===== src/hdl/fcc_ram.sv =====
// generic single write port ram with registered read
`timescale 1ns / 1ps
`default_nettype none
module fcc_ram #(
   parameter int WIDTH = 32,
   parameter int DEPTH = 32
) (
   input  wire logic                     clock,
   input  wire logic                     wr_en,
   input  wire logic [$clog2(DEPTH)-1:0] wr_addr,
   input  wire logic [WIDTH-1:0]         wr_data,
   input  wire logic [$clog2(DEPTH)-1:0] rd_addr,
   output logic      [WIDTH-1:0]         rd_data
);

   logic [WIDTH-1:0] mem_ff [DEPTH];
   logic [WIDTH-1:0] rd_data_ff;

   // write port
   always_ff @(posedge clock) begin
      if (wr_en) begin
         mem_ff[wr_addr] <= wr_data;
      end
   end

   // registered read port
   always_ff @(posedge clock) begin
      rd_data_ff <= mem_ff[rd_addr];
   end

   assign rd_data = rd_data_ff;

endmodule
`default_nettype wire


===== config.mk =====
export PLATFORM = sky130hd
export DESIGN_NAME = fcc_ram
export DESIGN_NICKNAME = d
export VERILOG_FILES = /design/src/hdl/fcc_ram.sv
export SDC_FILE = /design/constraint.sdc
export NUM_CORES = 1
export LEC_CHECK = 0
export CORE_MARGIN = 10
export CORE_UTILIZATION = 25
export CTS_BUF_LIST = sky130_fd_sc_hd__clkbuf_16
export CTS_CLUSTER_DIAMETER = 120
export DETAILED_ROUTE_END_ITERATION = 10
export DONT_BUFFER_PORTS = 1
export GPL_ROUTABILITY_DRIVEN = 0
export GPL_TIMING_DRIVEN = 0
export PLACE_DENSITY = 0.4
export SLEW_MARGIN = 0
export SYNTH_ARGS = -nofsm -noshare
export SYNTH_HDL_FRONTEND = slang
export SYNTH_SLANG_ARGS = --single-unit
export TNS_END_PERCENT = 100

===== constraint.sdc =====
create_clock -name clock -period 3 [get_ports clock]
set_input_delay 0.3 -clock clock [delete_from_list [all_inputs] [get_ports clock]]
set_output_delay 0.3 -clock clock [all_outputs]
set_load 0.03 [all_outputs]

# == Word level (Yosys, flattened, before mapping) ==
# Memory sizes are Yosys's and may differ from the RTL's. A register that Yosys moved wholly into a read port is not among the register bits.
# Cells that the tools add are included.
# totals
ramBits,1024
memories,1
word_cells,3
register_bits,0
input_bits,44
output_inout_bits,32
# op_classes
muxes,2
# memory_table
name,words,word_bits,read_ports,rd_clocked_by_memory_dff,wr,line_no,source
mem_ff,32,32,1,1,1,16,logic [WIDTH-1:0] mem_ff [DEPTH];
# op_table
op,count
$mux 1,2

# == Depth between registers and ports, before layout ==
# depth
word_depth,2
mapped_depth,8
ltp_nobuf,5

# == Worst setup path after synthesis ==
# OpenSTA, ideal clock, no wires.
# synth_timing
path_type,input to register
startpoint,input wr_addr[1]
endpoint,memory mem_ff[12][0] (enable)
slack_ns,0.266
arrival_time_ns,2.313
stages,3
setup_ns,0.421
path_buffers,1
cell_sequence,or3b_2 -> clkbuf_1 -> nor2_1
# synth_rtl
item,line_no,source
"start, declared",10,"input wire logic [$clog2(DEPTH)-1:0] wr_addr,"
"end, declared",16,
# No word-level cell before the write port.

==> flow_summary.ini <==
[route]
ant_nets = 0
route.detailed.vias_per_inst = 4.45
routed_wirelength_mm = 123
via_count = 21000
drt_iter0_drc = 1388
first_pass_iters = 7
drc = 0
routedWlPerCell_um = 26.0

[finish]
final_common_cell = edfxtp_1
finish.cell_count_without_fillers = 4718
share_of_cells_above_drive_strength_1 = 0.128
mostFrequentLayoutCells = edfxtp_1, mux2i_1, clkbuf_16
layout-area-overhead-vs-synth_pct = 20.2
final_net_count = 2508

[sta]
setup_viol_count_final = 0
clock-skew-final_ps = 29.1
fin_crit_ps = 2380
grt_setup_unrepaired = no
hold_ws_ps = 228
final.period_utilization = 0.793
final-hold-violation-count = 0
drv_slew = 0
fin_ws_ps = 620
clock.fmax_mhz = 420
timing_worst_slew_pin_value_ps = 1240
maxSlewHeadroom = 0.172

[setup_path]
worstPathCellList = nor2_1 -> clkbuf_1 -> clkbuf_1 -> a22oi_1 -> nand3_1 -> nand3_1
rr_worst_depth = 5
cp_data_required_time_ps = 3480
worst-endpoint-arrival_ps = 2860
regToRegStartpoint = mem_ff[5][24]$_DFFE_PP_
type_of_element_capturing_the_critical_path = flop
critical_path.slowest_cell = clkbuf_1
critPathMaxFanout = 10
reg2reg_slack_ps = 1150
critical_r2r_capture = rd_data[24]$_DFF_P_
critical-path-top-delay-family = buffers and inverters
kind_of_launch_point_of_the_worst_setup_path = input port
critPathBufInv = 2
criticalPathCategory = input port to flop
slowest_delay_ps = 900

[placed_design]
place_inst = 4456
io_buffers = 0
place_ws_ps = -108
dp_hpwl_mm = 82.7

[clocking]
post_cts.resized_instances = 0
numCtsBuffers = 114
cts_tree = done
path_clk_slew_ps = 70
clock_sink_count = 1056
cts-root-to-sink-buffers = 3
clkLatencyLatePin_ps = 730
clockRootBuffer = clkbuf_16
htree_num_levels = 3

[job]
drv.max_cap_violation_count = 0

[synth]
yosysSeqAreaShare = 0.775
post_synth_inst_count = 2260
syn_area_per_cell_um2 = 17.9
synth-async-reset-ratio = 0
synth.cell_area_um2 = 40500
synth_edf_count = 1024
synth-seq-cells = 1056
synth_fp_nets = 2304
synth_flop_cell = edfxtp_1
yosys.cell_types.count = 25
synth_warnings = 0

[floorplan]
fp.dieArea_um2 = 178000
start_util = 0.252
io_pins = 76
floorplan.die.height_um = 422
core_region_area_um2 = 161000
floorplan.die.width_um = 422
placementRows = 147

[global_routing]
number_of_global_route_vias_before_repair = 21800
antenna_found_initial = 9
maximum_number_of_pins_on_one_net_before_global_route_repair = 33
grt.total_usage = 0.134
grt_first_pass_wirelength_mm = 170
globalRoute.totalOverflow = 0

[power_and_ir_drop]
leakagePower_nw = 16.6
vdd_ir_drop_max_uv = 408
power-per-cell-area_nw_per_um2 = 664

[status]
status = completed

[min_path]
worst_hold_path_type = input port to flop
hold_end = mem_ff[9][10]$_DFFE_PP_
hold_start = wr_addr[2]
hold-path-cell-count = 2
==> synth_stat cells (5+ instances only) <==
master / number / share of area
buf_2: 26 / 0.0032
nand3b_1: 5 / 0.00093
buf_1: 5 / 0.00046
buf_6: 15 / 0.0042
a21oi_1: 96 / 0.012
mux2i_1: 512 / 0.13
a22o_1: 64 / 0.014
clkbuf_1: 46 / 0.0043
nor2_1: 34 / 0.0032
a31oi_1: 32 / 0.0049
edfxtp_1: 1024 / 0.76
nor3_1: 32 / 0.0040
a22oi_1: 96 / 0.018
dfxtp_1: 32 / 0.016
nand3_1: 98 / 0.012
nand2_1: 98 / 0.0091
buf_4: 33 / 0.0061
==> cell type report <==
class,instances,area [um2]
Antenna cell,2,5.00
Buffer,127,753
Clock buffer,119,2980
Clock inverter,89,749
Fill cell,15700,112000
Multi-Input combinational cell,1077,8580
Sequential cell,1056,31400
Tap cell,2160,2700
Timing Repair Buffer,88,1500
==> report_power, final <==
group          internal, mW  switching [mW]  total, mW
registers              16.4           0.184       16.6
logic                 0.554            1.20       1.76
clock network          8.15            5.81       14.0
total                  25.1            7.20       32.3
==> stage by stage <==
stage / util / power (mW) / setup TNS [ps] / instance area [um2]
after floorplan: - / 17.7 / 0 / 40500
after global placement: 0.269 / 18.3 / -1691910 / 43200
after detailed placement: 0.275 / 18.4 / -192 / 44200
after CTS: 0.303 / 32.8 / 0 / 48700
after global routing: 0.303 / 33.4 / 0 / 48700
final: 0.303 / 32.3 / 0 / 48700
==> how the worst max path moves through the flow <==
stage / startpoint / slack (ps) / end / cells after the start
after floorplan: wr_addr[1] / 270 / mem_ff[12][0]$_DFFE_PP_ / 3
after global placement: wr_addr[1] / -2050 / mem_ff[20][16]$_DFFE_PP_ / 3
after detailed placement: rd_addr[1] / -110 / rd_data[12]$_DFF_P_ / 6
after CTS: rd_addr[1] / 670 / rd_data[12]$_DFF_P_ / 6
after global routing: rd_addr[1] / 610 / rd_data[12]$_DFF_P_ / 6
final: rd_addr[1] / 620 / rd_data[12]$_DFF_P_ / 6
==> logic make-up after synthesis <==
group           count (synthesis)  synth area share
flops                        1056             0.775
mux                           512             0.127
buf+inv                       127            0.0186
simple gates                  277            0.0310
compound gates                288            0.0485
==> worst reg2reg max path, stage by stage, from the launching register on <==
cell,delay (ps)
edfxtp_1,380
mux2i_1,170
a22o_1,160
nor3_1,70
a31oi_1,710
nand3_1,190
==> repair_timing <==
action,in CTS,in global routing
hold buffers,52,0
endpoints found under the hold margin,1024,0
buffers inserted,0,0
==> metal layers <==
| layer | track usage | vias to the layer above | share of wire |
|---|---|---|---|
| li1 | - | 9394 | - |
| met1 | 0.169 | 10900 | 0.43 |
| met2 | 0.231 | 470 | 0.50 |
| met3 | 0.0219 | 186 | 0.042 |
| met4 | 0.0437 | 14 | 0.027 |
| met5 | 0 | - | 0.00063 |
==> flip-flops by register name, summed over array words and instances, names as in the netlist <==
signal and cells:
mem_ff 1024, rd_data 32
Power figures use the tool's default switching activity.
